===== src/hw/rtl/ready_queue_with_sorted_insert_macros.svh =====
// Assertion macros shared by the ready queue RTL.
// Needs nothing else; included by the files that carry assertions.
`ifndef READY_QUEUE_WITH_SORTED_INSERT_MACROS_SVH
`define READY_QUEUE_WITH_SORTED_INSERT_MACROS_SVH

// Same-cycle implication, disabled while reset is asserted.
`define RQSI_ASSERT_IMPL(lbl, clk, rst_n, ante, cons, msg) \
    lbl: assert property (@(posedge clk) disable iff (!rst_n) (ante) |-> (cons)) \
        else $error(msg);

// Next-cycle implication, disabled while reset is asserted.
`define RQSI_ASSERT_NEXT(lbl, clk, rst_n, ante, cons, msg) \
    lbl: assert property (@(posedge clk) disable iff (!rst_n) (ante) |=> (cons)) \
        else $error(msg);

`endif


===== src/hw/rtl/rqsi_pkg.sv =====
// Shared types and codes for the ready queue with sorted insert.
// Depends on nothing; used by the slot memory and the top level.
package rqsi_pkg;

    // One queue entry as it is stored in the slot memory.
    typedef struct packed {
        logic [15:0] pid;
        logic [9:0]  start;
        logic [9:0]  length;
        logic [9:0]  counter;
        logic [9:0]  score;
    } t_entry;

    typedef enum logic [1:0] {
        OP_PUSH_BACK  = 2'd0,
        OP_PUSH_FRONT = 2'd1,
        OP_INSERT     = 2'd2,
        OP_POP        = 2'd3
    } t_op;

    typedef enum logic [1:0] {
        ST_OK    = 2'd0,
        ST_FULL  = 2'd1,
        ST_EMPTY = 2'd2
    } t_status;

endpackage


===== src/hw/rtl/ready_queue_with_sorted_insert.sv =====
// Ready queue with sorted insert: top level, sequencer and head/count bookkeeping.
// Depends on rqsi_pkg, rqsi_slot_ram and ready_queue_with_sorted_insert_macros.svh.
//
// The queue holds up to QUEUE_DEPTH process entries in a circular slot memory addressed
// from a head pointer, so push back, push front and pop touch a single slot. Insert by
// score walks the queue from the head, one slot per cycle through the memory's single
// read port, and ripples the displaced entries one place toward the tail as it goes.
// One item is handled at a time and each produces exactly one result item; o_stall stays
// high from acceptance until the result has been taken, so a new item is not accepted
// before the last one is through.
// The result reports the popped entry or the head after the operation, plus the count.
// Slots are not cleared at reset; only held slots are ever read.
`include "ready_queue_with_sorted_insert_macros.svh"

module ready_queue_with_sorted_insert #(
    parameter int QUEUE_DEPTH = 16
) (
    input  logic        i_clk,
    input  logic        i_rst_n,
    // Input item channel.
    input  logic        i_valid,
    output logic        o_stall,
    input  logic [1:0]  i_operation,
    input  logic [15:0] i_entry_pid,
    input  logic [9:0]  i_entry_start,
    input  logic [9:0]  i_entry_length,
    input  logic [9:0]  i_entry_counter,
    input  logic [9:0]  i_entry_score,
    // Result item channel.
    output logic        o_valid,
    input  logic        i_stall,
    output logic [1:0]  o_status,
    output logic [15:0] o_out_pid,
    output logic [9:0]  o_out_start,
    output logic [9:0]  o_out_length,
    output logic [9:0]  o_out_counter,
    output logic [9:0]  o_out_score,
    output logic        o_out_valid,
    output logic [4:0]  o_entries_held
);

    localparam int IW = $clog2(QUEUE_DEPTH);
    localparam int CW = $clog2(QUEUE_DEPTH + 1);

    // Sequencer states, one-hot.
    typedef enum logic [5:0] {
        S_IDLE  = 6'b000001,
        S_POPW  = 6'b000010,
        S_WALK  = 6'b000100,
        S_HEAD  = 6'b001000,
        S_HEADW = 6'b010000,
        S_OUT   = 6'b100000
    } t_state;

    // Physical slot of the entry that sits off places behind base, modulo the depth.
    function automatic logic [IW-1:0] f_phys(input logic [IW-1:0] base,
                                             input logic [IW-1:0] off);
        logic [IW:0] sum;
        sum = {1'b0, base} + {1'b0, off};
        if (sum >= (IW+1)'(QUEUE_DEPTH)) begin
            sum = sum - (IW+1)'(QUEUE_DEPTH);
        end
        return sum[IW-1:0];
    endfunction

    t_state               r_state, n_state;
    logic [IW-1:0]        r_head, n_head;
    logic [CW-1:0]        r_count, n_count;
    logic [IW-1:0]        r_k, n_k;
    logic                 r_pend, n_pend;
    logic                 r_ins, n_ins;
    rqsi_pkg::t_entry     r_carry, n_carry;
    rqsi_pkg::t_entry     r_out, n_out;
    logic                 r_out_valid, n_out_valid;
    rqsi_pkg::t_status    r_status, n_status;

    rqsi_pkg::t_entry     in_entry;
    rqsi_pkg::t_op        in_op;
    logic                 full;
    logic [IW-1:0]        idx_a;
    logic [IW-1:0]        phys_a;
    logic [IW-1:0]        phys_b;
    logic [IW-1:0]        head_dec;
    logic [IW-1:0]        head_inc;
    logic [CW+4:0]        count_ext;

    logic                 ram_we;
    logic [IW-1:0]        ram_waddr;
    rqsi_pkg::t_entry     ram_wdata;
    logic                 ram_re;
    logic [IW-1:0]        ram_raddr;
    rqsi_pkg::t_entry     ram_rdata;

    assign in_entry.pid     = i_entry_pid;
    assign in_entry.start   = i_entry_start;
    assign in_entry.length  = i_entry_length;
    assign in_entry.counter = i_entry_counter;
    assign in_entry.score   = i_entry_score;
    assign in_op            = rqsi_pkg::t_op'(i_operation);

    assign full = (r_count == CW'(QUEUE_DEPTH));

    // In idle the tail slot is addressed for push back; during the walk it is the read
    // index, which at the end of the walk is also the tail slot for the last write.
    assign idx_a  = (r_state == S_IDLE) ? r_count[IW-1:0] : r_k;
    assign phys_a = f_phys(r_head, idx_a);
    // The slot whose read data arrives this cycle lies one place behind the read index.
    assign phys_b = f_phys(r_head, r_k - 1'b1);

    assign head_dec = (r_head == '0) ? IW'(QUEUE_DEPTH - 1) : r_head - 1'b1;
    assign head_inc = (r_head == IW'(QUEUE_DEPTH - 1)) ? '0 : r_head + 1'b1;

    always_comb begin
        n_state     = r_state;
        n_head      = r_head;
        n_count     = r_count;
        n_k         = r_k;
        n_pend      = r_pend;
        n_ins       = r_ins;
        n_carry     = r_carry;
        n_out       = r_out;
        n_out_valid = r_out_valid;
        n_status    = r_status;
        ram_we      = 1'b0;
        ram_waddr   = phys_a;
        ram_wdata   = r_carry;
        ram_re      = 1'b0;
        ram_raddr   = r_head;

        case (r_state)
            S_IDLE: begin
                if (i_valid) begin
                    n_carry = in_entry;
                    n_k     = '0;
                    n_pend  = 1'b0;
                    n_ins   = 1'b0;
                    if (in_op == rqsi_pkg::OP_POP) begin
                        if (r_count == '0) begin
                            n_status    = rqsi_pkg::ST_EMPTY;
                            n_out       = '0;
                            n_out_valid = 1'b0;
                            n_state     = S_OUT;
                        end else begin
                            ram_re  = 1'b1;
                            n_state = S_POPW;
                        end
                    end else if (full) begin
                        n_status = rqsi_pkg::ST_FULL;
                        n_state  = S_HEAD;
                    end else begin
                        n_status = rqsi_pkg::ST_OK;
                        case (in_op)
                            rqsi_pkg::OP_PUSH_BACK: begin
                                ram_we    = 1'b1;
                                ram_waddr = phys_a;
                                ram_wdata = in_entry;
                                n_count   = r_count + 1'b1;
                                n_state   = S_HEAD;
                            end
                            rqsi_pkg::OP_PUSH_FRONT: begin
                                ram_we    = 1'b1;
                                ram_waddr = head_dec;
                                ram_wdata = in_entry;
                                n_head    = head_dec;
                                n_count   = r_count + 1'b1;
                                n_state   = S_HEAD;
                            end
                            default: begin
                                n_state = S_WALK;
                            end
                        endcase
                    end
                end
            end
            S_POPW: begin
                n_out       = ram_rdata;
                n_out_valid = 1'b1;
                n_status    = rqsi_pkg::ST_OK;
                n_head      = head_inc;
                n_count     = r_count - 1'b1;
                n_state     = S_OUT;
            end
            S_WALK: begin
                // Once the new entry has found its place, every later entry moves one
                // slot toward the tail, carried through r_carry.
                if (r_pend && (r_ins || (ram_rdata.score >= r_carry.score))) begin
                    ram_we    = 1'b1;
                    ram_waddr = phys_b;
                    ram_wdata = r_carry;
                    n_carry   = ram_rdata;
                    n_ins     = 1'b1;
                end
                if (CW'(r_k) != r_count) begin
                    ram_re    = 1'b1;
                    ram_raddr = phys_a;
                    n_k       = r_k + 1'b1;
                    n_pend    = 1'b1;
                end else begin
                    n_pend = 1'b0;
                    if (!r_pend) begin
                        ram_we    = 1'b1;
                        ram_waddr = phys_a;
                        ram_wdata = r_carry;
                        n_count   = r_count + 1'b1;
                        n_state   = S_HEAD;
                    end
                end
            end
            S_HEAD: begin
                ram_re    = 1'b1;
                ram_raddr = r_head;
                n_state   = S_HEADW;
            end
            S_HEADW: begin
                n_out       = ram_rdata;
                n_out_valid = 1'b1;
                n_state     = S_OUT;
            end
            S_OUT: begin
                if (!i_stall) begin
                    n_state = S_IDLE;
                end
            end
            default: begin
                n_state = S_IDLE;
            end
        endcase
    end

    always_ff @(posedge i_clk) begin
        if (!i_rst_n) begin
            r_state <= S_IDLE;
            r_head  <= '0;
            r_count <= '0;
            r_k     <= '0;
            r_pend  <= 1'b0;
            r_ins   <= 1'b0;
        end else begin
            r_state <= n_state;
            r_head  <= n_head;
            r_count <= n_count;
            r_k     <= n_k;
            r_pend  <= n_pend;
            r_ins   <= n_ins;
        end
    end

    always_ff @(posedge i_clk) begin
        r_carry     <= n_carry;
        r_out       <= n_out;
        r_out_valid <= n_out_valid;
        r_status    <= n_status;
    end

    rqsi_slot_ram #(
        .DEPTH (QUEUE_DEPTH)
    ) u_slot_ram (
        .i_clk   (i_clk),
        .i_we    (ram_we),
        .i_waddr (ram_waddr),
        .i_wdata (ram_wdata),
        .i_re    (ram_re),
        .i_raddr (ram_raddr),
        .o_rdata (ram_rdata)
    );

    // The count field is five bits wide; a deeper queue reports it modulo 32.
    assign count_ext = {5'b0, r_count};

    assign o_stall        = (r_state != S_IDLE);
    assign o_valid        = (r_state == S_OUT);
    assign o_status       = r_status;
    assign o_out_pid      = r_out.pid;
    assign o_out_start    = r_out.start;
    assign o_out_length   = r_out.length;
    assign o_out_counter  = r_out.counter;
    assign o_out_score    = r_out.score;
    assign o_out_valid    = r_out_valid;
    assign o_entries_held = count_ext[4:0];

    `RQSI_ASSERT_IMPL(a_count_in_range, i_clk, i_rst_n, 1'b1,
        r_count <= CW'(QUEUE_DEPTH), "queue count exceeds depth")
    `RQSI_ASSERT_IMPL(a_walk_in_range, i_clk, i_rst_n, r_state == S_WALK,
        (CW'(r_k) <= r_count) && !full, "insert walk beyond held entries")
    `RQSI_ASSERT_IMPL(a_empty_report, i_clk, i_rst_n,
        o_valid && (r_status == rqsi_pkg::ST_EMPTY),
        !r_out_valid && (r_count == '0), "empty status with entries or valid report")
    `RQSI_ASSERT_IMPL(a_full_report, i_clk, i_rst_n,
        o_valid && (r_status == rqsi_pkg::ST_FULL),
        r_out_valid && full, "full status while queue not full")
    `RQSI_ASSERT_NEXT(a_pop_decrements, i_clk, i_rst_n, r_state == S_POPW,
        r_count == $past(r_count) - 1'b1, "pop did not lower the count by one")

endmodule


===== src/hw/rtl/rqsi_slot_ram.sv =====
// Slot memory of the ready queue: one write port, one registered read port.
// Depends on rqsi_pkg for the entry type.
module rqsi_slot_ram #(
    parameter int DEPTH = 16
) (
    input  logic                     i_clk,
    input  logic                     i_we,
    input  logic [$clog2(DEPTH)-1:0] i_waddr,
    input  rqsi_pkg::t_entry         i_wdata,
    input  logic                     i_re,
    input  logic [$clog2(DEPTH)-1:0] i_raddr,
    output rqsi_pkg::t_entry         o_rdata
);

    rqsi_pkg::t_entry r_mem [DEPTH];
    rqsi_pkg::t_entry r_rdata;

    always_ff @(posedge i_clk) begin
        if (i_we) begin
            r_mem[i_waddr] <= i_wdata;
        end
    end

    // Read data is registered: it is available in the cycle after the address.
    always_ff @(posedge i_clk) begin
        if (i_re) begin
            r_rdata <= r_mem[i_raddr];
        end
    end

    assign o_rdata = r_rdata;

endmodule

===== config.mk =====
export PLATFORM = sky130hd
export DESIGN_NAME = ready_queue_with_sorted_insert
export DESIGN_NICKNAME = d
export VERILOG_FILES = /design/src/hw/rtl/rqsi_pkg.sv /design/src/hw/rtl/ready_queue_with_sorted_insert.sv /design/src/hw/rtl/rqsi_slot_ram.sv
export VERILOG_INCLUDE_DIRS = /design/src /design/src/hw/rtl
export SDC_FILE = /design/constraint.sdc
export NUM_CORES = 1
export LEC_CHECK = 0
export ABC_AREA = 1
export BUFFER_PORTS_ARGS = -buffer_cell sky130_fd_sc_hd__buf_2
export CORE_ASPECT_RATIO = 1.4
export CORE_UTILIZATION = 42
export DETAILED_ROUTE_END_ITERATION = 7
export SETUP_SLACK_MARGIN = 0.15
export SYNTH_ARGS = -nofsm -noshare
export SYNTH_HDL_FRONTEND = slang
export SYNTH_SLANG_ARGS = --single-unit

===== constraint.sdc =====
create_clock -name i_clk -period 6.96 [get_ports i_clk]
set_clock_uncertainty 0.1 [all_clocks]
set_input_delay 1.392 -clock i_clk [delete_from_list [all_inputs] [get_ports i_clk]]
set_output_delay 1.392 -clock i_clk [all_outputs]
set_load 0.05 [all_outputs]

# After elaboration in Yosys (flattened, before gate mapping)
# Memory sizes are Yosys's and may differ from the RTL's. A register that Yosys moved wholly into a read port is not among the register bits.
# Index checks and enable logic that the tools add are counted.
# word_totals
reg_bits	136
ram_bits	896
out_inout_bits	66
wordCells	155
n_memories	1
# memory_table
memory	words	word_bits	read_ports	rd_ports_with_merged_regs	wr	line	text
u_slot_ram.r_mem	16	56	1	1	1	rqsi_slot_ram.sv:15	rqsi_pkg::t_entry r_mem [DEPTH];
# classes
add_sub_neg	10
magnitude_cmp	3
eq_ne	25
n_mux	79
reduce_logical	19
# op_table
op	count
$mux W56	10
$pmux W56 S2	2
$mux W4	22
$mux W6	6
$mux W5	6
$pmux W6 S5	1
$pmux W4 S2	3
$mux W1	19
$ne A2 B2 Y1 const B	9
$sub A4 B1 Y4 const B	4
$pmux W5 S3	1
$add A4 B4 Y5	2
$ge A10 B10 Y1	1
$ge A5 B5 Y1 const B	2
$reduce_and A3 Y1	3
$add A4 B1 Y4 const B	2
$pmux W1 S2	4
$reduce_and A4 Y1	2
$reduce_and A7 Y1	1
$eq A6 B1 Y1 const B	1
$eq A6 B2 Y1 const B	1
$eq A6 B3 Y1 const B	1
$eq A6 B4 Y1 const B	1
$eq A6 B5 Y1 const B	1
other kinds (24)	31

# Longest topological paths before layout
# Gate-level depths: netlist of the first run.
# depth
ltp_word	10
depth_mapped	20
depth_no_buf	17

# Cells and area by module
# Synthesis of the first run repeated with hierarchy kept, for this count alone.
# unflattened
cells_unflattened	4482
hier_area_um2	47679.5
# by_module_without_submodules
module	n_inst	cells_per_inst	area_per_inst_um2	seq_area_each_um2
rqsi_slot_ram	1	3688	40239.8	28587.4
ready_queue_with_sorted_insert	1	794	7439.6	3873.7

# Worst setup path after synthesis of the first run
# OpenSTA, ideal clock, no wires.
# synth_timing
path_kind	input to register
start	input i_operation[1]
end	register r_out, in the netlist o_out_counter[0], enable pin
setup_ns	0.542
arrival_ns	5.573
required_ns	6.318
slack_ns	0.745
cell_stages	4
n_path_buf	0
cell_sequence	nand2_1 > nor2_1 > a21oi_1 > nor3_1
# synth_between
elab_chain_cells	3
# synth_rtl
item	line	text
start: declaration	ready_queue_with_sorted_insert.sv:23	input logic [1:0] i_operation,
$eq A2 B2 Y1	ready_queue_with_sorted_insert.sv:137	if (in_op == rqsi_pkg::OP_POP) begin
$ne A2 B1 Y1 (no source line)	n/a	
$reduce_and A4 Y1 (no source line)	n/a	
end signal: assignment	ready_queue_with_sorted_insert.sv:250	r_out <= n_out;
end: declaration	ready_queue_with_sorted_insert.sv:73	rqsi_pkg::t_entry r_out, n_out;
# Every way passes these cells.
# A chain may end at the register's enable or synchronous reset.

# Worst setup path after layout of the first run
# layout_timing
start	register r_state[2]
end	memory u_slot_ram.r_mem[0][15] (netlist name), enable pin
# layout_between
elab_chain_cells	10
word_cells_on_any_way	18
cone_classes	add/sub (2); order compare (1); eq/ne (2); mux (13)
# layout_rtl
item	line	text
start: declaration	ready_queue_with_sorted_insert.sv:66	t_state r_state, n_state;
start signal: assignment	ready_queue_with_sorted_insert.sv:239	r_state <= n_state;
$eq A6 B1 Y1	ready_queue_with_sorted_insert.sv:105, ready_queue_with_sorted_insert.sv:130	
$mux W4	ready_queue_with_sorted_insert.sv:105	assign idx_a = (r_state == S_IDLE) ? r_count[IW-1:0] : r_k;
$add A4 B4 Y5	ready_queue_with_sorted_insert.sv:59	sum = {1'b0, base} + {1'b0, off};
$sub A4 B1 Y4 or $ge A5 B5 Y1 (tied branches)	ready_queue_with_sorted_insert.sv:61, ready_queue_with_sorted_insert.sv:60	
$mux W4	ready_queue_with_sorted_insert.sv:60	if (sum >= (IW+1)'(QUEUE_DEPTH)) begin
$mux W4	ready_queue_with_sorted_insert.sv:152	case (in_op)
$mux W4	ready_queue_with_sorted_insert.sv:147	end else if (full) begin
$mux W4	ready_queue_with_sorted_insert.sv:137	
$mux W4	ready_queue_with_sorted_insert.sv:132	if (i_valid) begin
$pmux W4 S2	ready_queue_with_sorted_insert.sv:130	case (r_state)
end: declaration	rqsi_slot_ram.sv:15	
# Several ways; a longest one is shown, not always the timed one.

==> reports/results.txt, run 1 <==
status = complete, but fails checks
failing checks = design-rule violations
Die Area = 116700 um^2
CTS sink count = 1088
clk buf depth = 3
ys flop type = edfxtp_1
endpoints failing hold = 0
Worst-path clk slew = 0.07 ns
First DRT Iteration DRCs = 3097
vias = 33200
HPWL after detailed placement = 69780 um
setup bufs post-CTS = 0
PortBufs = 127
filler cell count = 10440
DR pass1 iterations = 7
Global Route Usage Sum = 23.00%
Tcrit/Tclk final = 69.66%
fmax = 206.3 MHz
maximum vdd drop = 0.2554 mV
antenna-violating nets left = 0
crit path buf inv count = 4
number of synthesized flops with an enable pin = 1067
reg2reg path depth = 15
R2R Setup Slk = 2.11 ns
Row Count = 147
H-tree depth = 3
max incr delay on CP = 0.64 ns
critical path class = register to register
static power due to leakage = 0.02300 uW
CP max-delay cell = buf_4
RSZ-0062 raised after global routing = false
area grow syn2layout = 11.21%
wire per inst = 21.07 um
post-CTS resize count = 0
synthesized area = 48440 um^2
sequential fraction of the synthesis area = 67.02%
Routed WL = 133800 um
Residual DRC = 2
hold path cells = 2
root buffer cell = clkbuf_16
Area contributors post-synth = edfxtp_1, nand3_1, inv_1, nand2_1, buf_2
crit path max fanout = 32
Hold/Removal Path Class = register to register
core footprint = 114600 um^2
synthesized flop and latch total = 1088
crit end category = register
max-slew violations = 0
Critical Path AT = 5.08 ns
Die Y = 403.8 um
Synth Warn # = 0
Syn Inst Count = 4707
largest net degree at the start of global routing = 136
Worst slew margin = 9.774%
vias in the first global route = 32150
Multi-input gate area = 11050 um^2
first-pass GRT wire length = 200800 um
Final GP Congestion = 0.8510
Pwr per Cell Area = 360.3 nW/um^2
initial core utilization = 42.27%
via/cell ratio = 5.229
setup TNS = 0 ns
Num CTS Buffers = 103
Worst-Margin Slew = 1.348 ns
Synth cell types = 36
share of cells above drive strength 1 = 8.191%
Synth async-reset ratio = 0%
syn_area_per_cell = 10.29 um^2
Hold-fix buffers, CTS = 0
design area = 53870 um^2
Seq. cell area = 32460 um^2
crit-path cells = nor2_1, nand3_2, o21ai_0, ha_1, inv_1, fa_1, xor2_1, nand2_1, nand3_1, nand3b_1, inv_1, nand2_1, nor2_4, buf_4, buf_4
max cap viols = 0
initial antenna violation count = 2
share of the synthesized area in the top cell type = 66.15%
Worst-Skew Late Latency = 0.71 ns
critical path required time = 7.19 ns
Die X = 289.0 um
post-layout min period = 4.848 ns
setup violators final = 0
total placed instance area = 50580 um^2
syn nets = 4796
Critical Path Stages = 15
# IOs = 128
TritonCTS clock tree = done
top-count cell post-synth = nand3_1
Startpoint Class = register
Post-synth top cells = nand3_1, edfxtp_1, inv_1
largest area contributor in the netlist = edfxtp_1
total grt overflow = 0
Nets = 4862
CP top delay family = simple AND/OR/NAND/NOR gates
[worst min-delay path: stages, from the launching register on]
cell and delay, ns:
dfxtp_1 0.32, inv_1 0.05, a21oi_1 0.05
[routing by layer]
| metal | up-vias | global-route usage, % | share of wire, % |
|---|---|---|---|
| li1 | 15470 | - | - |
| met1 | 16180 | 30.50 | 41 |
| met2 | 1340 | 38.52 | 48 |
| met3 | 212 | 3.450 | 7.5 |
| met4 | 2 | 7.488 | 2.8 |
| met5 | - | 0 | 0.013 |
[flip-flops by register name, indices dropped and copies added (netlist names), 4 cells and up]
signal	count
o_entries_held	5
o_out_counter	10
o_out_length	10
o_out_pid	16
o_out_score	10
o_out_start	10
r_carry	56
r_head	4
r_k	4
r_state	6
u_slot_ram.o_rdata	56
u_slot_ram.r_mem	896
[per-stage QoR]
stage          utilization, %  setup slack [ns]  hold slack (ns)  cells  total power (uW)
4_1_cts                 47.01             2.133           0.3589   6349             19510
5_1_grt                 47.01             1.916           0.3819   6350             20230
2_1_floorplan               -            0.7450           0.3295   4707             12190
3_3_place_gp            44.15             2.241           0.3500   6158             13880
6_report                47.01             2.112           0.3588   6350             19410
3_5_place_dp            44.15             2.129           0.3481   6158             13950
[cell usage in the layout, fill, tap and decap left out, drive strengths merged]
| master | count |
|---|---|
| nand3 | 1101 |
| ha | 24 |
| clkinvlp | 2 |
| xnor2 | 5 |
| nand2 | 922 |
| o21ai | 89 |
| bufinv | 10 |
| edfxtp | 1067 |
| a21oi | 24 |
| or2 | 1 |
| clkinv | 54 |
| xor2 | 10 |
| nand3b | 1 |
| dfxtp | 21 |
| nor2 | 155 |
| a211oi | 1 |
| o22ai | 1 |
| o211ai | 1 |
| diode | 1 |
| buf | 206 |
| nor3 | 7 |
| fa | 3 |
| clkbuf | 122 |
| inv | 1022 |
| nand4 | 10 |
[report_power, final]
part,switching (uW),internal [uW],total [uW],leakage (uW)
clock network,2460,3120,5590,0.00161
logic,3710,1000,4710,0.0115
registers,174,8930,9100,0.00985
total,6350,13100,19400,0.0230
[kinds of logic after synthesis]
kind of cell | share of synthesized area, %
buffers and inverters | 10.56
AO/OA/AOI/OAI | 1.274
XOR/XNOR | 0.2712
flip-flops | 67.02
adder cells (fa/ha/maj) | 0.7440
AND/OR/NAND/NOR | 20.13
[final timing paths]
check                   from                       to
setup reg to reg  r_state[2]  u_slot_ram.r_mem[0][15]
setup / recovery  r_state[2]  u_slot_ram.r_mem[0][15]
hold reg to reg        r_ins                    r_ins
hold / removal         r_ins                    r_ins
[cell type report]
class                           count  share of cell area (%)
Antenna cell                        1                0.004646
Clock buffer                      122                   4.996
Clock inverter                     69                   1.089
Inverter                         1019                   7.110
Multi-Input combinational cell   2355                   20.52
Sequential cell                  1088                   60.26
Tap cell                         1490                   3.461
Timing Repair Buffer              206                   2.560
Note: power is estimated with default switching activity, not from simulation.
==> inputs of run 2 (changes only) <==
--- a/config.mk
+++ b/config.mk
@@ -6,7 +6,7 @@
 export SDC_FILE = /design/constraint.sdc
 export NUM_CORES = 1
 export LEC_CHECK = 0
-export ABC_AREA = 1
+export ABC_AREA = 0
 export BUFFER_PORTS_ARGS = -buffer_cell sky130_fd_sc_hd__buf_2
 export CORE_ASPECT_RATIO = 1.4
 export CORE_UTILIZATION = 42
==> constraint.sdc (replaced) <==
create_clock -name i_clk -period 4.1 [get_ports i_clk]
set_clock_uncertainty 0.1 [all_clocks]
set_input_delay 0.82 -clock i_clk [delete_from_list [all_inputs] [get_ports i_clk]]
set_output_delay 0.82 -clock i_clk [all_outputs]
set_load 0.05 [all_outputs]
==> run 2 against run 1 <==
  * The flow now finishes without violations
  * Setup slack lost 1.9 ns
  * Wire length shrank 13%
  * Design area shrank 2.3%
  * Clock power grew 72%
  * Critical path depth shrank 2
==> reports/results.txt, run 2 <==
status = complete, no violations
Final GP Congestion = 0.8134 (-4.4%)
Row Count = 142 (-3.4%)
Synth async-reset ratio = 0% (unchanged)
First DRT Iteration DRCs = 1897 (-39%)
launching point of the worst reg2reg path = r_state[2]
critical path required time = 4.40 ns (-2.79 ns)
endpoints failing hold = 0 (unchanged)
max cap viols = 0 (unchanged)
crit path max fanout = 32 (unchanged)
Area contributors post-synth = edfxtp_1, o211ai_1, mux2_2, mux2i_1, inv_1
hold path cells = 3 (+1)
Worst Min Path Start = i_entry_start[6]
max incr delay on CP = 0.45 ns (-0.19 ns)
Synth Warn # = 0 (unchanged)
design area = 52630 um^2 (-2.3%)
CP max-delay cell = fa_2
setup TNS = 0 ns (unchanged)
Syn Inst Count = 2940 (-38%)
Worst-Margin Slew = 1.004 ns (-0.3442 ns)
sequential fraction of the synthesis area = 71.14% (+4.1 points)
Worst-path clk slew = 0.06 ns (about the same)
max-slew violations = 0 (unchanged)
via/cell ratio = 5.669 (+8.4%)
total grt overflow = 0 (unchanged)
HPWL after detailed placement = 69750 um (about the same)
first-pass GRT wire length = 173400 um (-14%)
Pwr per Cell Area = 593.7 nW/um^2 (+65%)
initial core utilization = 42.52% (+0.25 points)
critical path class = register to register
Die Area = 110000 um^2 (-5.8%)
total placed instance area = 48990 um^2 (-3.1%)
largest area contributor in the netlist = edfxtp_1
share of cells above drive strength 1 = 23.38% (+15 points)
Seq. cell area = 32460 um^2 (about the same)
Min-Delay Endpoint = r_carry[36]
Startpoint Class = register
setup violators final = 0 (unchanged)
most frequent cells in the layout = edfxtp_1, o211ai_1, mux2_2, inv_1, nand2_1
reg2reg path depth = 13 (-2)
DR pass1 iterations = 5 (-2)
syn nets = 3029 (-37%)
core footprint = 107300 um^2 (-6.3%)
Global Route Usage Sum = 21.21% (-1.8 points)
fmax = 260.5 MHz (+26%)
root buffer cell = clkbuf_16
Worst slew margin = 33.06% (+23 points)
ys flop type = edfxtp_1
total power = 31240 uW (+61%)
filler cell count = 9084 (-13%)
Post-synth top cells = edfxtp_1, o211ai_1, mux2_2
crit-path cells = nor4_4, and2_4, nand2_1, o21ai_1, ha_2, inv_1, fa_2, o311ai_4, o21a_4, buf_12, mux2_2, o211ai_1, o2111ai_1
Routed WL = 116900 um (-13%)
Residual DRC = 0 (-2)
top-count cell post-synth = edfxtp_1
syn_area_per_cell = 15.52 um^2 (+51%)
max reg flops = 896 (unchanged)
Hold-fix buffers, CTS = 0 (unchanged)
vias in the first global route = 27320 (-15%)
share of the synthesized area in the top cell type = 70.22% (+4.1 points)
synthesized area = 45630 um^2 (-5.8%)
maximum vdd drop = 0.3345 mV (+31%)
antenna-violating nets left = 0 (unchanged)
CTS sink count = 1088 (unchanged)
worst r2r dst = u_slot_ram.o_rdata[52]
wire per inst = 25.32 um (+20%)
fin util = 49.04% (+2.0 points)
Hold/Removal Path Class = input pin to register
number of synthesized flops with an enable pin = 1067 (unchanged)
Tcrit/Tclk final = 93.64% (+24 points)
Die X = 280.6 um (-2.9%)
RSZ-0062 raised after global routing = false
post-layout min period = 3.839 ns (-1.009 ns)
H-tree depth = 3 (unchanged)
Die Y = 392 um (-2.9%)
# IOs = 128 (unchanged)
Antenna diodes = 0 (-1)
R2R Setup Slk = 0.26 ns (-1.85 ns)
Critical Path AT = 4.14 ns (-0.94 ns)
Worst-Skew Late Latency = 0.72 ns (about the same)
Hold WS = 0.2787 ns (-0.08004 ns)
Num CTS Buffers = 104 (+0.97%)
vias = 26180 (-21%)
commonest non-fill, non-tap cell in the layout = edfxtp_1
static power due to leakage = 0.01735 uW (-25%)
largest net degree at the start of global routing = 114 (-16%)
Synth cell types = 60 (+67%)
synthesized flop and latch total = 1088 (unchanged)
clk buf depth = 3 (unchanged)
crit end category = register
PortBufs = 127 (unchanged)
initial antenna violation count = 2 (unchanged)
TritonCTS clock tree = done
Biggest register = u_slot_ram.r_mem
Multi-input gate area = 11800 um^2 (+6.7%)
Nets = 3182 (-35%)
area grow syn2layout = 15.33%
## run 2: changes by cell type after synthesis, moves of 72 or more
| cell | change |
|---|---|
| o21ai_0 | -72 |
| inv_1 | -813 |
| buf_2 | -90 |
| nand3_1 | -1085 |
| nand2_1 | -724 |
| o211ai_1 | +507 |
| mux2_2 | +282 |
| mux2i_1 | +118 |
| nor2_1 | -114 |
## run 2: area by class of cell
type | count | area share [%]
clock buffer | 133 | 5.193
multi-input combinational | 1440 | 22.42
tap | 1440 | 3.424
inverter | 201 | 1.443
sequential | 1088 | 61.69
timing repair buffer | 258 | 4.584
clock inverter | 58 | 1.255
## run 2: stage by stage
step	setup WS, ns	std cells
floorplan	-0.07873	2940
global placement	0.2093	4413
detailed placement	0.1540	4413
CTS	0.1607	4604
global route	0.1624	4618
finish	0.2607	4618
## run 2: how the worst max path moves through the flow
stage	start	to	slack, ns
floorplan	r_state[2]	u_slot_ram.r_mem[8][0]	-0.08
global placement	r_state[4]	u_slot_ram.o_rdata[28]	0.21
detailed placement	r_state[2]	u_slot_ram.o_rdata[26]	0.15
CTS	r_state[2]	u_slot_ram.o_rdata[26]	0.16
global route	r_state[2]	u_slot_ram.r_mem[8][53]	0.16
finish	r_state[2]	u_slot_ram.o_rdata[52]	0.26
## run 2: metal layers
layer / vias up / part of all wire, % / global-route usage (%)
met3: 182 / 4.5 / 2.828
met5: - / 0 / 0
met4: 0 / 3.1 / 7.730
met1: 13480 / 40 / 25.81
met2: 749 / 53 / 38.14
li1: 11780 / - / -
## run 2: kinds of logic (layout without fill, tap and decap cells)
logic type	after synthesis	after routing	synth area share [%]
AOI/OAI and AO/OA	648	648	10.76
and+or+nand+nor	345	345	3.488
adders and majority gates	27	27	0.7897
muxes	400	400	9.548
DFF	1088	1088	71.14
xor gates and xnor gates	20	20	0.3839
buffers and inverters	412	650	3.888
## run 2: worst max-delay path, delay by kind of cell, from the launching register on
kind | cells | cell delay [ns]
AO/OA/AOI/OAI | 5 | 1.10
adder cells (fa/ha/maj) | 2 | 0.65
AND/OR/NAND/NOR | 3 | 0.64
flip-flops | 1 | 0.41
multiplexers | 1 | 0.36
buffers and inverters | 2 | 0.28
## run 2: timing repair
item	4_1_cts	5_1_grt
buffers inserted	0	9
gates resized for setup	0	6
endpoints found under the setup margin	0	466
## run 2: report_power, final
group          switching [uW]  internal, uW  total, uW
logic                    4700          2260       6950
clock network            4140          5490       9630
registers                 341         14300      14700
total                    9180         22100      31200
